<file path="src/hdl/blcg_pkg.sv">
// ----------------------------------------------------------------------------
// blcg_pkg
// Shared types and constants for the bounded lcg random generator core.
// ----------------------------------------------------------------------------
package blcg_pkg;

  // configuration port widths
  localparam int CFG_IDX_W  = 8;
  localparam int DATA_W     = 32;

  // register indexes
  localparam logic [CFG_IDX_W-1:0] REG_SEED  = CFG_IDX_W'(0);
  localparam logic [CFG_IDX_W-1:0] REG_LOW   = CFG_IDX_W'(1);
  localparam logic [CFG_IDX_W-1:0] REG_HIGH  = CFG_IDX_W'(2);
  localparam logic [CFG_IDX_W-1:0] REG_MODE  = CFG_IDX_W'(3);

  // generator and mixer constants
  localparam logic [DATA_W-1:0] LCG_MUL      = 32'd1664525;
  localparam logic [DATA_W-1:0] LCG_ADD      = 32'd1013904223;
  localparam logic [DATA_W-1:0] MIX_MUL_A    = 32'h7feb352d;
  localparam logic [DATA_W-1:0] MIX_MUL_B    = 32'h846ca68b;
  localparam logic [DATA_W-1:0] MIX_ZERO_SUB = 32'h6d2b79f5;

  // register reset values
  localparam logic [DATA_W-1:0] RST_LOW  = 32'd0;
  localparam logic [DATA_W-1:0] RST_HIGH = 32'd65535;

  // draw modes
  typedef enum logic [1:0] {
    MODE_RAW     = 2'd0,
    MODE_RANGED  = 2'd1,
    MODE_NONZERO = 2'd2,
    MODE_MIX     = 2'd3
  } mode_t;

  // sequencer states
  typedef enum logic [3:0] {
    ST_IDLE,
    ST_CHECK,
    ST_LIM_DIV,
    ST_ADV_MUL,
    ST_ADV_ADD,
    ST_EVAL,
    ST_MIX_B,
    ST_MIX_END,
    ST_MOD_DIV,
    ST_RANGE_END,
    ST_FINISH
  } state_t;

endpackage

</file>
<file path="src/hdl/bounded_lcg_random_generator_core.sv">
// ----------------------------------------------------------------------------
// bounded_lcg_random_generator_core
// 32-bit lcg with raw, ranged (rejection sampled), ranged nonzero and mixed
// draw modes, built around one shared multiplier and one restoring
// remainder step under a small sequencer.
// ----------------------------------------------------------------------------
//
//  channel   handshake                     payload
//  -------   ---------------------------   -----------------------------------
//  draw      draw_valid / draw_ready       draw_request
//  result    result_valid / result_ready   draw_value, range_error, steps_used
//  cfg       cfg_valid / cfg_ready         cfg_index, cfg_data
//
//  A raw draw runs check, advance (multiply, add), evaluate and finish; a mixed
//  draw adds two mix steps. A ranged draw with a span below 2^32 first works out
//  the rejection limit once by bit-serial remainder; a kept advance then takes a
//  bit-serial remainder, a rejected one goes straight to the next advance. A full
//  span is drawn like a raw draw. draw_ready is high only in idle; a finished
//  item waits until the result register is free. rst is synchronous: sequencer
//  to idle, configuration, generator state and result_valid to reset values.
module bounded_lcg_random_generator_core (
  input  logic                             clk,
  input  logic                             rst,
  // draw channel
  input  logic                             draw_valid,
  output logic                             draw_ready,
  input  logic                             draw_request,
  // result channel
  output logic                             result_valid,
  input  logic                             result_ready,
  output logic [blcg_pkg::DATA_W-1:0]      draw_value,
  output logic                             range_error,
  output logic [blcg_pkg::DATA_W-1:0]      steps_used,
  // configuration channel
  input  logic                             cfg_valid,
  output logic                             cfg_ready,
  input  logic [blcg_pkg::CFG_IDX_W-1:0]   cfg_index,
  input  logic [blcg_pkg::DATA_W-1:0]      cfg_data
);

  import blcg_pkg::*;

  localparam int CNT_W = $clog2(DATA_W);

  // configuration and generator state
  logic [DATA_W-1:0] range_low;
  logic [DATA_W-1:0] range_high;
  mode_t             draw_mode;
  logic [DATA_W-1:0] lcg_state;

  // sequencer and working registers
  state_t            state;
  state_t            state_next;
  logic [DATA_W-1:0] work;
  logic [DATA_W-1:0] steps;
  logic              err;
  logic [DATA_W-1:0] span;
  logic              span_full;
  logic [DATA_W-1:0] limit;
  logic [DATA_W-1:0] rem;
  logic [DATA_W-1:0] dvd;
  logic [CNT_W-1:0]  cnt;

  // combinational helpers
  logic [DATA_W-1:0] mul_a;
  logic [DATA_W-1:0] mul_b;
  logic [DATA_W-1:0] product;
  logic [DATA_W:0]   rem_shift;
  logic              rem_ge;
  logic [DATA_W-1:0] rem_new;
  logic [DATA_W:0]   span_calc;
  logic              low_above_high;
  logic              only_zero;
  logic              ranged_mode;
  logic [DATA_W-1:0] range_sum;
  logic [DATA_W-1:0] mix_final;
  logic [DATA_W-1:0] steps_inc;
  logic              out_free;
  logic              draw_accept;

  assign cfg_ready   = 1'b1;
  assign draw_ready  = (state == ST_IDLE);
  assign draw_accept = draw_valid && draw_ready;
  assign out_free    = !result_valid || result_ready;

  // range checks and span
  assign low_above_high = $signed(range_low) > $signed(range_high);
  assign only_zero      = (draw_mode == MODE_NONZERO) && (range_low == '0) &&
                          (range_high == '0);
  assign ranged_mode    = (draw_mode == MODE_RANGED) || (draw_mode == MODE_NONZERO);
  assign span_calc      = {range_high[DATA_W-1], range_high} -
                          {range_low[DATA_W-1], range_low} + (DATA_W+1)'(1);

  // shared multiplier, low word only
  always_comb begin
    unique case (state)
      ST_EVAL: begin
        mul_a = lcg_state ^ (lcg_state >> 16);
        mul_b = MIX_MUL_A;
      end
      ST_MIX_B: begin
        mul_a = work ^ (work >> 15);
        mul_b = MIX_MUL_B;
      end
      default: begin
        mul_a = lcg_state;
        mul_b = LCG_MUL;
      end
    endcase
  end
  assign product = mul_a * mul_b;

  // restoring remainder step, one dividend bit per cycle
  assign rem_shift = {rem, dvd[DATA_W-1]};
  assign rem_ge    = rem_shift >= {1'b0, span};
  assign rem_new   = rem_ge ? DATA_W'(rem_shift - {1'b0, span}) : rem_shift[DATA_W-1:0];

  // final adds
  assign range_sum = range_low + rem;
  assign mix_final = ((work ^ (work >> 16)) == '0) ? MIX_ZERO_SUB : (work ^ (work >> 16));
  assign steps_inc = (steps == '1) ? steps : steps + DATA_W'(1);

  // state register
  always_ff @(posedge clk) begin
    if (rst) begin
      state <= ST_IDLE;
    end else begin
      state <= state_next;
    end
  end

  // next state
  always_comb begin
    state_next = state;
    unique case (state)
      ST_IDLE: begin
        if (draw_accept && draw_request) state_next = ST_CHECK;
      end
      ST_CHECK: begin
        if (ranged_mode && (low_above_high || only_zero)) begin
          state_next = ST_FINISH;
        end else if (ranged_mode && !span_calc[DATA_W]) begin
          state_next = ST_LIM_DIV;
        end else begin
          state_next = ST_ADV_MUL;
        end
      end
      ST_LIM_DIV: begin
        if (cnt == '0) state_next = ST_ADV_MUL;
      end
      ST_ADV_MUL: state_next = ST_ADV_ADD;
      ST_ADV_ADD: state_next = ST_EVAL;
      ST_EVAL: begin
        unique case (draw_mode)
          MODE_RAW: state_next = ST_FINISH;
          MODE_MIX: state_next = ST_MIX_B;
          MODE_RANGED, MODE_NONZERO: begin
            if (span_full) begin
              if (draw_mode == MODE_NONZERO && lcg_state == '0) begin
                state_next = ST_ADV_MUL;
              end else begin
                state_next = ST_FINISH;
              end
            end else if (lcg_state >= limit) begin
              state_next = ST_ADV_MUL;
            end else begin
              state_next = ST_MOD_DIV;
            end
          end
        endcase
      end
      ST_MIX_B:   state_next = ST_MIX_END;
      ST_MIX_END: state_next = ST_FINISH;
      ST_MOD_DIV: begin
        if (cnt == '0) state_next = ST_RANGE_END;
      end
      ST_RANGE_END: begin
        if (draw_mode == MODE_NONZERO && range_sum == '0) begin
          state_next = ST_ADV_MUL;
        end else begin
          state_next = ST_FINISH;
        end
      end
      ST_FINISH: begin
        if (out_free) state_next = ST_IDLE;
      end
      default: state_next = ST_IDLE;
    endcase
  end

  // configuration registers and generator state
  always_ff @(posedge clk) begin
    if (rst) begin
      range_low  <= RST_LOW;
      range_high <= RST_HIGH;
      draw_mode  <= MODE_RANGED;
      lcg_state  <= '0;
    end else if (cfg_valid && cfg_ready) begin
      priority case (cfg_index)
        REG_SEED: lcg_state  <= cfg_data;
        REG_LOW:  range_low  <= cfg_data;
        REG_HIGH: range_high <= cfg_data;
        REG_MODE: draw_mode  <= mode_t'(cfg_data[1:0]);
        default: ;
      endcase
    end else if (state == ST_ADV_ADD) begin
      lcg_state <= work + LCG_ADD;
    end
  end

  // working registers
  always_ff @(posedge clk) begin
    unique case (state)
      ST_IDLE: begin
        steps <= '0;
        err   <= 1'b0;
        work  <= '0;
      end
      ST_CHECK: begin
        span      <= span_calc[DATA_W-1:0];
        span_full <= span_calc[DATA_W];
        rem       <= '0;
        dvd       <= '1;
        cnt       <= '1;
        if (ranged_mode && (low_above_high || only_zero)) err <= 1'b1;
      end
      ST_LIM_DIV: begin
        rem <= rem_new;
        dvd <= dvd << 1;
        cnt <= cnt - CNT_W'(1);
        // limit is all ones minus the remainder
        if (cnt == '0) limit <= ~rem_new;
      end
      ST_ADV_MUL: work <= product;
      ST_ADV_ADD: steps <= steps_inc;
      ST_EVAL: begin
        rem <= '0;
        dvd <= lcg_state;
        cnt <= '1;
        if (draw_mode == MODE_MIX) begin
          work <= product;
        end else begin
          work <= lcg_state;
        end
      end
      ST_MIX_B:   work <= product;
      ST_MIX_END: work <= mix_final;
      ST_MOD_DIV: begin
        rem <= rem_new;
        dvd <= dvd << 1;
        cnt <= cnt - CNT_W'(1);
      end
      ST_RANGE_END: work <= range_sum;
      ST_FINISH: ;
      default: ;
    endcase
  end

  // result register
  always_ff @(posedge clk) begin
    if (rst) begin
      result_valid <= 1'b0;
    end else if (state == ST_FINISH && out_free) begin
      result_valid <= 1'b1;
    end else if (result_ready) begin
      result_valid <= 1'b0;
    end
  end

  always_ff @(posedge clk) begin
    if (state == ST_FINISH && out_free) begin
      draw_value  <= work;
      range_error <= err;
      steps_used  <= steps;
    end
  end

endmodule

</file>
<file path="config.mk">
export PLATFORM = sky130hd
export DESIGN_NAME = bounded_lcg_random_generator_core
export DESIGN_NICKNAME = d
export VERILOG_FILES = /design/src/hdl/blcg_pkg.sv /design/src/hdl/bounded_lcg_random_generator_core.sv
export SDC_FILE = /design/constraint.sdc
export NUM_CORES = 2
export LEC_CHECK = 0
export ABC_CLOCK_PERIOD_IN_PS = 9350
export BUFFER_PORTS_ARGS = -buffer_cell sky130_fd_sc_hd__buf_4
export CAP_MARGIN = 20
export CELL_PAD_IN_SITES_DETAIL_PLACEMENT = 0
export CELL_PAD_IN_SITES_GLOBAL_PLACEMENT = 2
export CORE_UTILIZATION = 42
export CTS_CLUSTER_SIZE = 40
export DETAILED_ROUTE_END_ITERATION = 8
export GPL_TIMING_DRIVEN = 0
export PLACE_DENSITY_LB_ADDON = 0.1
export SLEW_MARGIN = 25
export SYNTH_ARGS = -nofsm -noshare
export SYNTH_HDL_FRONTEND = slang
export SYNTH_SLANG_ARGS = --single-unit
</file>
<file path="constraint.sdc">
create_clock -name clk -period 9.35 [get_ports clk]
set_clock_uncertainty 0.1 [all_clocks]
set_input_delay 0 -clock clk [delete_from_list [all_inputs] [get_ports clk]]
set_output_delay 0 -clock clk [all_outputs]
set_load 0.005 [all_outputs]
</file>
# ---- Word-level counts from Yosys, hierarchy flattened
# Index checks and enable logic that the tools add are counted.
dict set report word_totals {
  ff_bits 367
  inputBits 46
}
dict set report classes {
  add_sub_neg 7
  n_eq_ne 24
  bitwise 4
  order_cmp 3
  mul 1
  muxes 30
  n_reduce_logical 42
}
# operator count
set op_table {}
lappend op_table {{$pmux 32 s2} 4}
lappend op_table {{$mux 32} 7}
lappend op_table {{$logic_not 32->1} 5}
lappend op_table {{$pmux 32 s5} 1}
lappend op_table {{$pmux 32 s3} 1}
lappend op_table {{$xor 32x16->32} 2}
lappend op_table {{$pmux 4 s11} 1}
lappend op_table {{$mux 4} 9}
lappend op_table {{$add 33x1->33 const B} 1}
lappend op_table {{$ge 33x32->1} 1}
lappend op_table {{$sub 32x32->33} 1}
lappend op_table {{$add 32x1->32 const B} 1}
lappend op_table {{$add 32x30->32 const B} 1}
lappend op_table {{$add 32x32->32} 1}
lappend op_table {{$eq 32x32->1 const B} 1}
lappend op_table {{$ge 32x32->1} 1}
lappend op_table {{$gt 32x32->1} 1}
lappend op_table {{$mul 32x32->32} 1}
lappend op_table {{$not 32->32} 1}
lappend op_table {{$sub 32x32->32} 1}
lappend op_table {{$xor 32x17->32} 1}
lappend op_table {{$eq 4x3->1 const B} 4}
lappend op_table {{$eq 8x2->1 const B} 2}
lappend op_table {{$reduce_and 2->1} 7}
lappend op_table {{25 further kinds} 55}

# ---- Depth between registers and ports, before layout
dict set report logic_depth {
  ltp_word 7
  ltp_mapped 36
  depth_no_buf 33
}

# ---- Least setup slack after synthesis
# OpenSTA, ideal clock, no wires.
dict set report synth_path {
  path_kind {reg2reg}
  startpoint {reg state[1]}
  endpoint {reg work[30], data pin}
  path_slack_ns 1.213
  stages_incl_launch_ff 32
  n_path_buf 3
  period_less_slack_ns 8.137
  required_ns 8.972
  setup_time_ns 0.278
  t_arrival_ns 7.759
  cell_sequence {dfxtp_1 buf_2 and4bb_2 buf_2 clkbuf_1 nand2_1 inv_1 nor2_1 nand2_1 nand2_1 fa_1 inv_1 fa_1 inv_1 fa_1 fa_1 inv_1 ha_1 ha_1 fa_1 fa_1 ha_1 a21o_1 a21o_1 a2111o_1 a31oi_1 o31ai_1 a2111oi_2 nor2_1 a31oi_1 xor2_1 o221ai_1}
}
dict set report synth_via {
  elab_chain_len 5
}
# item line_no
set synth_lines {}
lappend synth_lines {{start, declared} bounded_lcg_random_generator_core.sv:52} ;# state_t state;
lappend synth_lines {{start signal, assigned} bounded_lcg_random_generator_core.sv:128} ;# state <= state_next;
lappend synth_lines {{$eq 4x3->1} {bounded_lcg_random_generator_core.sv:96, bounded_lcg_random_generator_core.sv:213}}
lappend synth_lines {{$pmux 32 s2} bounded_lcg_random_generator_core.sv:96} ;# unique case (state)
lappend synth_lines {{$mul 32x32->32} bounded_lcg_random_generator_core.sv:111} ;# assign product = mul_a * mul_b;
lappend synth_lines {{$mux 32} bounded_lcg_random_generator_core.sv:240} ;# if (draw_mode == MODE_MIX) begin
lappend synth_lines {{$pmux 32 s5 *} bounded_lcg_random_generator_core.sv:213} ;# unique case (state)
lappend synth_lines {{end signal, assigned} bounded_lcg_random_generator_core.sv:241} ;# work <= product;
lappend synth_lines {{end signal, assigned} bounded_lcg_random_generator_core.sv:243} ;# work <= lcg_state;
lappend synth_lines {{end signal, assigned} bounded_lcg_random_generator_core.sv:246} ;# ST_MIX_B: work <= product;
lappend synth_lines {{end, declared} bounded_lcg_random_generator_core.sv:54} ;# logic [DATA_W-1:0] work;
# Every way passes the cells marked *; elsewhere a longest branch is shown, timed or not.
# A chain may end at the register's enable or synchronous reset.

# ---- Worst setup path after layout
dict set report layout_path {
  startpoint {reg state[2]}
  endpoint {reg work[30], data pin}
}
# Same word-level chain as after synthesis.

==> results.toml <==
[run_status]
status = "completed"

[critical_path]
critical_path.max_fanout = 10
required_ns = 9.53
worst_path_max_delay_cell = "fa_1"
r2r-start = "state[2]$_SDFFE_PP0P_"
path_common_cell = "fa_1"
worst_setup_path_start_kind = "flop"
critPathKind = "reg -> reg"
critPathCaptureType = "flop"
arrival_ns = 9.30
slowest_delay_ns = 0.56
endpoint = "work[30]$_DFFE_PP_"
r2r-end = "work[30]$_DFFE_PP_"
reg2reg_depth = 29
ff2ff_setup_slack_ns = 0.23
crit_start = "state[2]$_SDFFE_PP0P_"

[logic_synthesis]
yosys.area.top_type = "edfxtp_1"
synthAdderAreaFrac_pct = 31.7
synth-simple-area-share_pct = 13.3
ys_top_cells_by_area = "edfxtp_1 (22%), fa_1 (19%), ha_1 (13%)"
synth.ff_latch_count = 367
synthesis.area_mm2 = 0.0366
synth_cells = 3867
synth_top_cell_area_share_pct = 21.7
synth_compound_area_share_pct = 12.6
synth_flop_cell = "edfxtp_1"
synth-seq-area-share_pct = 27.3
muxShareOfSynthArea_pct = 1.27
synth_top_family_by_area = "adder cells"
synth_xor_area_share_pct = 5.62
yosysWarnings = 0
async_reset_ff_share_pct = 0
synth_edf_count = 264
syn_avg_cell_area_um2 = 9.46
yosys.cell_types.count = 109

[hold_path]
min_path_type = "in -> reg"

[routing]
ant_nets = 0
detail_route.vias_per_cell = 5.50
drt-wirelength-per-cell_um = 26.6
first_pass_iters = 5
routed_wl_mm = 140
drtIter0Drc = 2083
route.vias.total = 29000
drc_errors = 0

[final_layout]
fin_area_mm2 = 0.0415
final_common_cell = "inv_1"
drive_above_1_share_pct = 8.57
fillers = 8331
nNetsFinal = 4867
area_growth_pct = 13.6
multi_input_area_mm2 = 0.0239
final_util_pct = 48.5
final_cell_mix = "inv_1 (650), ha_1 (386), nand2_1 (382)"
regArea_mm2 = 0.00999

[sta]
slew_headroom_pct = 20.5
maxSlewViolCount = 0
tns_ns = 0
finalCriticalPeriod_ns = 9.12
worst_slack_ns = 0.230
setup-violations-final = 0
fin_crit_sh_pct = 97.5
fmax_mhz = 110
worstMarginPinSlew_ns = 1.19
hold_viol_final = 0

[pwr]
switching_share_pct = 32.5
power_leakage_nw = 19.4
p_int_mw = 3.56
vdd_ir_drop_max_mv = 0.137
p_per_area_mw_per_mm2 = 127
clkPwrFrac_pct = 37.1
p_sw_mw = 1.71
p_comb_share_pct = 23.9
seqPwrFrac_pct = 39.0

[cts]
clock_latency_ns = 0.63
cts-htree-levels = 2
cts_made_buffers = 47
cts_sinks = 367
cts.clk_slew.worst_paths_ns = 0.08
cts_tree = "built"
clock_path_buffers = 3
cts_root_buf = "clkbuf_16"

[grt]
grt_pass1_vias = 29400
track_usage_pct = 31.7
grt_pass1_wl_mm = 203
grt_max_degree = 33
antenna_found_initial = 2
gr-total-overflow = 0

[place]
pre_cts_ws_ns = -1.26
placed_area_mm2 = 0.0391
dpl.hpwl_mm = 117
place_congestion = 0.977
io_buffers = 111

[die]
dieWidth_um = 297
start_util_pct = 42.7
die_area_mm2 = 0.0883
core_mm2 = 0.0857
core.rowCount = 107
io_pins = 114
die_h_um = 297

[run]
max_cap_violations = 0
-- layout make-up --
class	count	share of cell area, %
Tap cell	1144	3.45
Multi-Input combinational cell	2715	57.5
Inverter	655	5.94
Antenna cell	2	0.0120
Buffer	128	1.36
Timing Repair Buffer	182	3.81
Clock buffer	60	3.20
Sequential cell	367	24.0
Clock inverter	24	0.732
-- critical path: cells and delay by family (launching register included) --
family | cells | cell delay, ns
XOR/XNOR | 1 | 0.30
buffers and inverters | 5 | 0.81
AND/OR/NAND/NOR | 5 | 1.27
adder cells (fa/ha/maj) | 9 | 3.47
AO/OA/AOI/OAI | 9 | 2.36
flip-flops | 1 | 0.48
-- worst min path at each step --
stage | endpoint | slack [ns] | startpoint | cells past startpoint
after floorplan | range_high[0]$_SDFFE_PP1P_ | 0.02 | cfg_data[0] | 2
after global placement | range_high[7]$_SDFFE_PP1P_ | 0.18 | cfg_data[7] | 3
after detailed placement | range_low[25]$_SDFFE_PP0P_ | 0.19 | cfg_data[25] | 3
after CTS | range_high[22]$_SDFFE_PP0P_ | 0.07 | cfg_index[3] | 7
after global routing | range_high[24]$_SDFFE_PP0P_ | 0.13 | cfg_index[3] | 7
final | range_high[30]$_SDFFE_PP0P_ | 0.09 | cfg_index[3] | 7
-- synth_stat cells (8+ instances only) --
cell      count
nand2b_1     27
and2_1       29
nor4_1       41
nand2_1     393
a21o_1       55
o211ai_1     40
xor2_1       90
nor3_1       55
clkbuf_1    103
a221oi_1      8
o21ai_0     109
a22oi_1      19
buf_1        15
fa_1        339
xnor2_1     142
o21ai_1      11
or2_2        12
inv_1       655
and4_1        9
nand4_1      33
edfxtp_1    264
a211oi_1     34
nor2b_1      18
nand3b_1      9
a21oi_1     205
dfxtp_1     103
o21bai_1     16
or3_1        30
nor2_1      240
a31oi_1      20
nand3_1      68
o31ai_1      12
and3_1       31
ha_1        386
mux2i_1      42
o21a_1       33
-- power groups by stage --
stage | logic (mW) | clock network, mW | registers (mW)
after floorplan | 0.826 | 0 | 2.01
after global placement | 1.21 | 0 | 2.09
after detailed placement | 1.22 | 0 | 2.08
after CTS | 1.25 | 1.97 | 2.05
after global routing | 1.36 | 2.03 | 2.06
final | 1.26 | 1.96 | 2.05
-- per-stage QoR --
step                      power (mW)  cells  hold WS [ns]
final                           5.27   5277        0.0881
after detailed placement        3.31   5138         0.192
after global routing            5.46   5275         0.131
after global placement          3.30   5123         0.185
after CTS                       5.27   5272        0.0716
after floorplan                 2.84   3868        0.0240
-- per-layer routing --
metal	global-route usage, %	share of wire, %	up-vias
met5	0	0	-
met3	3.65	4.8	278
li1	-	-	13500
met2	54.8	49	838
met4	14.7	5.4	0
met1	39.5	41	14400
-- logic make-up (layout without fill, tap and decap cells) --
logic type	Yosys count	count (layout)
DFF	367	367
buffers and inverters	786	1049
xor gates and xnor gates	233	233
and+or+nand+nor	1030	1030
muxes	46	46
adders and majority gates	725	725
AOI/OAI and AO/OA	679	679
other	1	4
-- what timing repair did --
action	4_1_cts	5_1_grt
hold buffers	49	0
pin swaps	0	5
buffers inserted	2	5
gates cloned	0	0
hold endpoints to repair	101	0
gates resized for setup	45	40
endpoints found under the setup margin	18	8
Power figures use the tool's default switching activity.
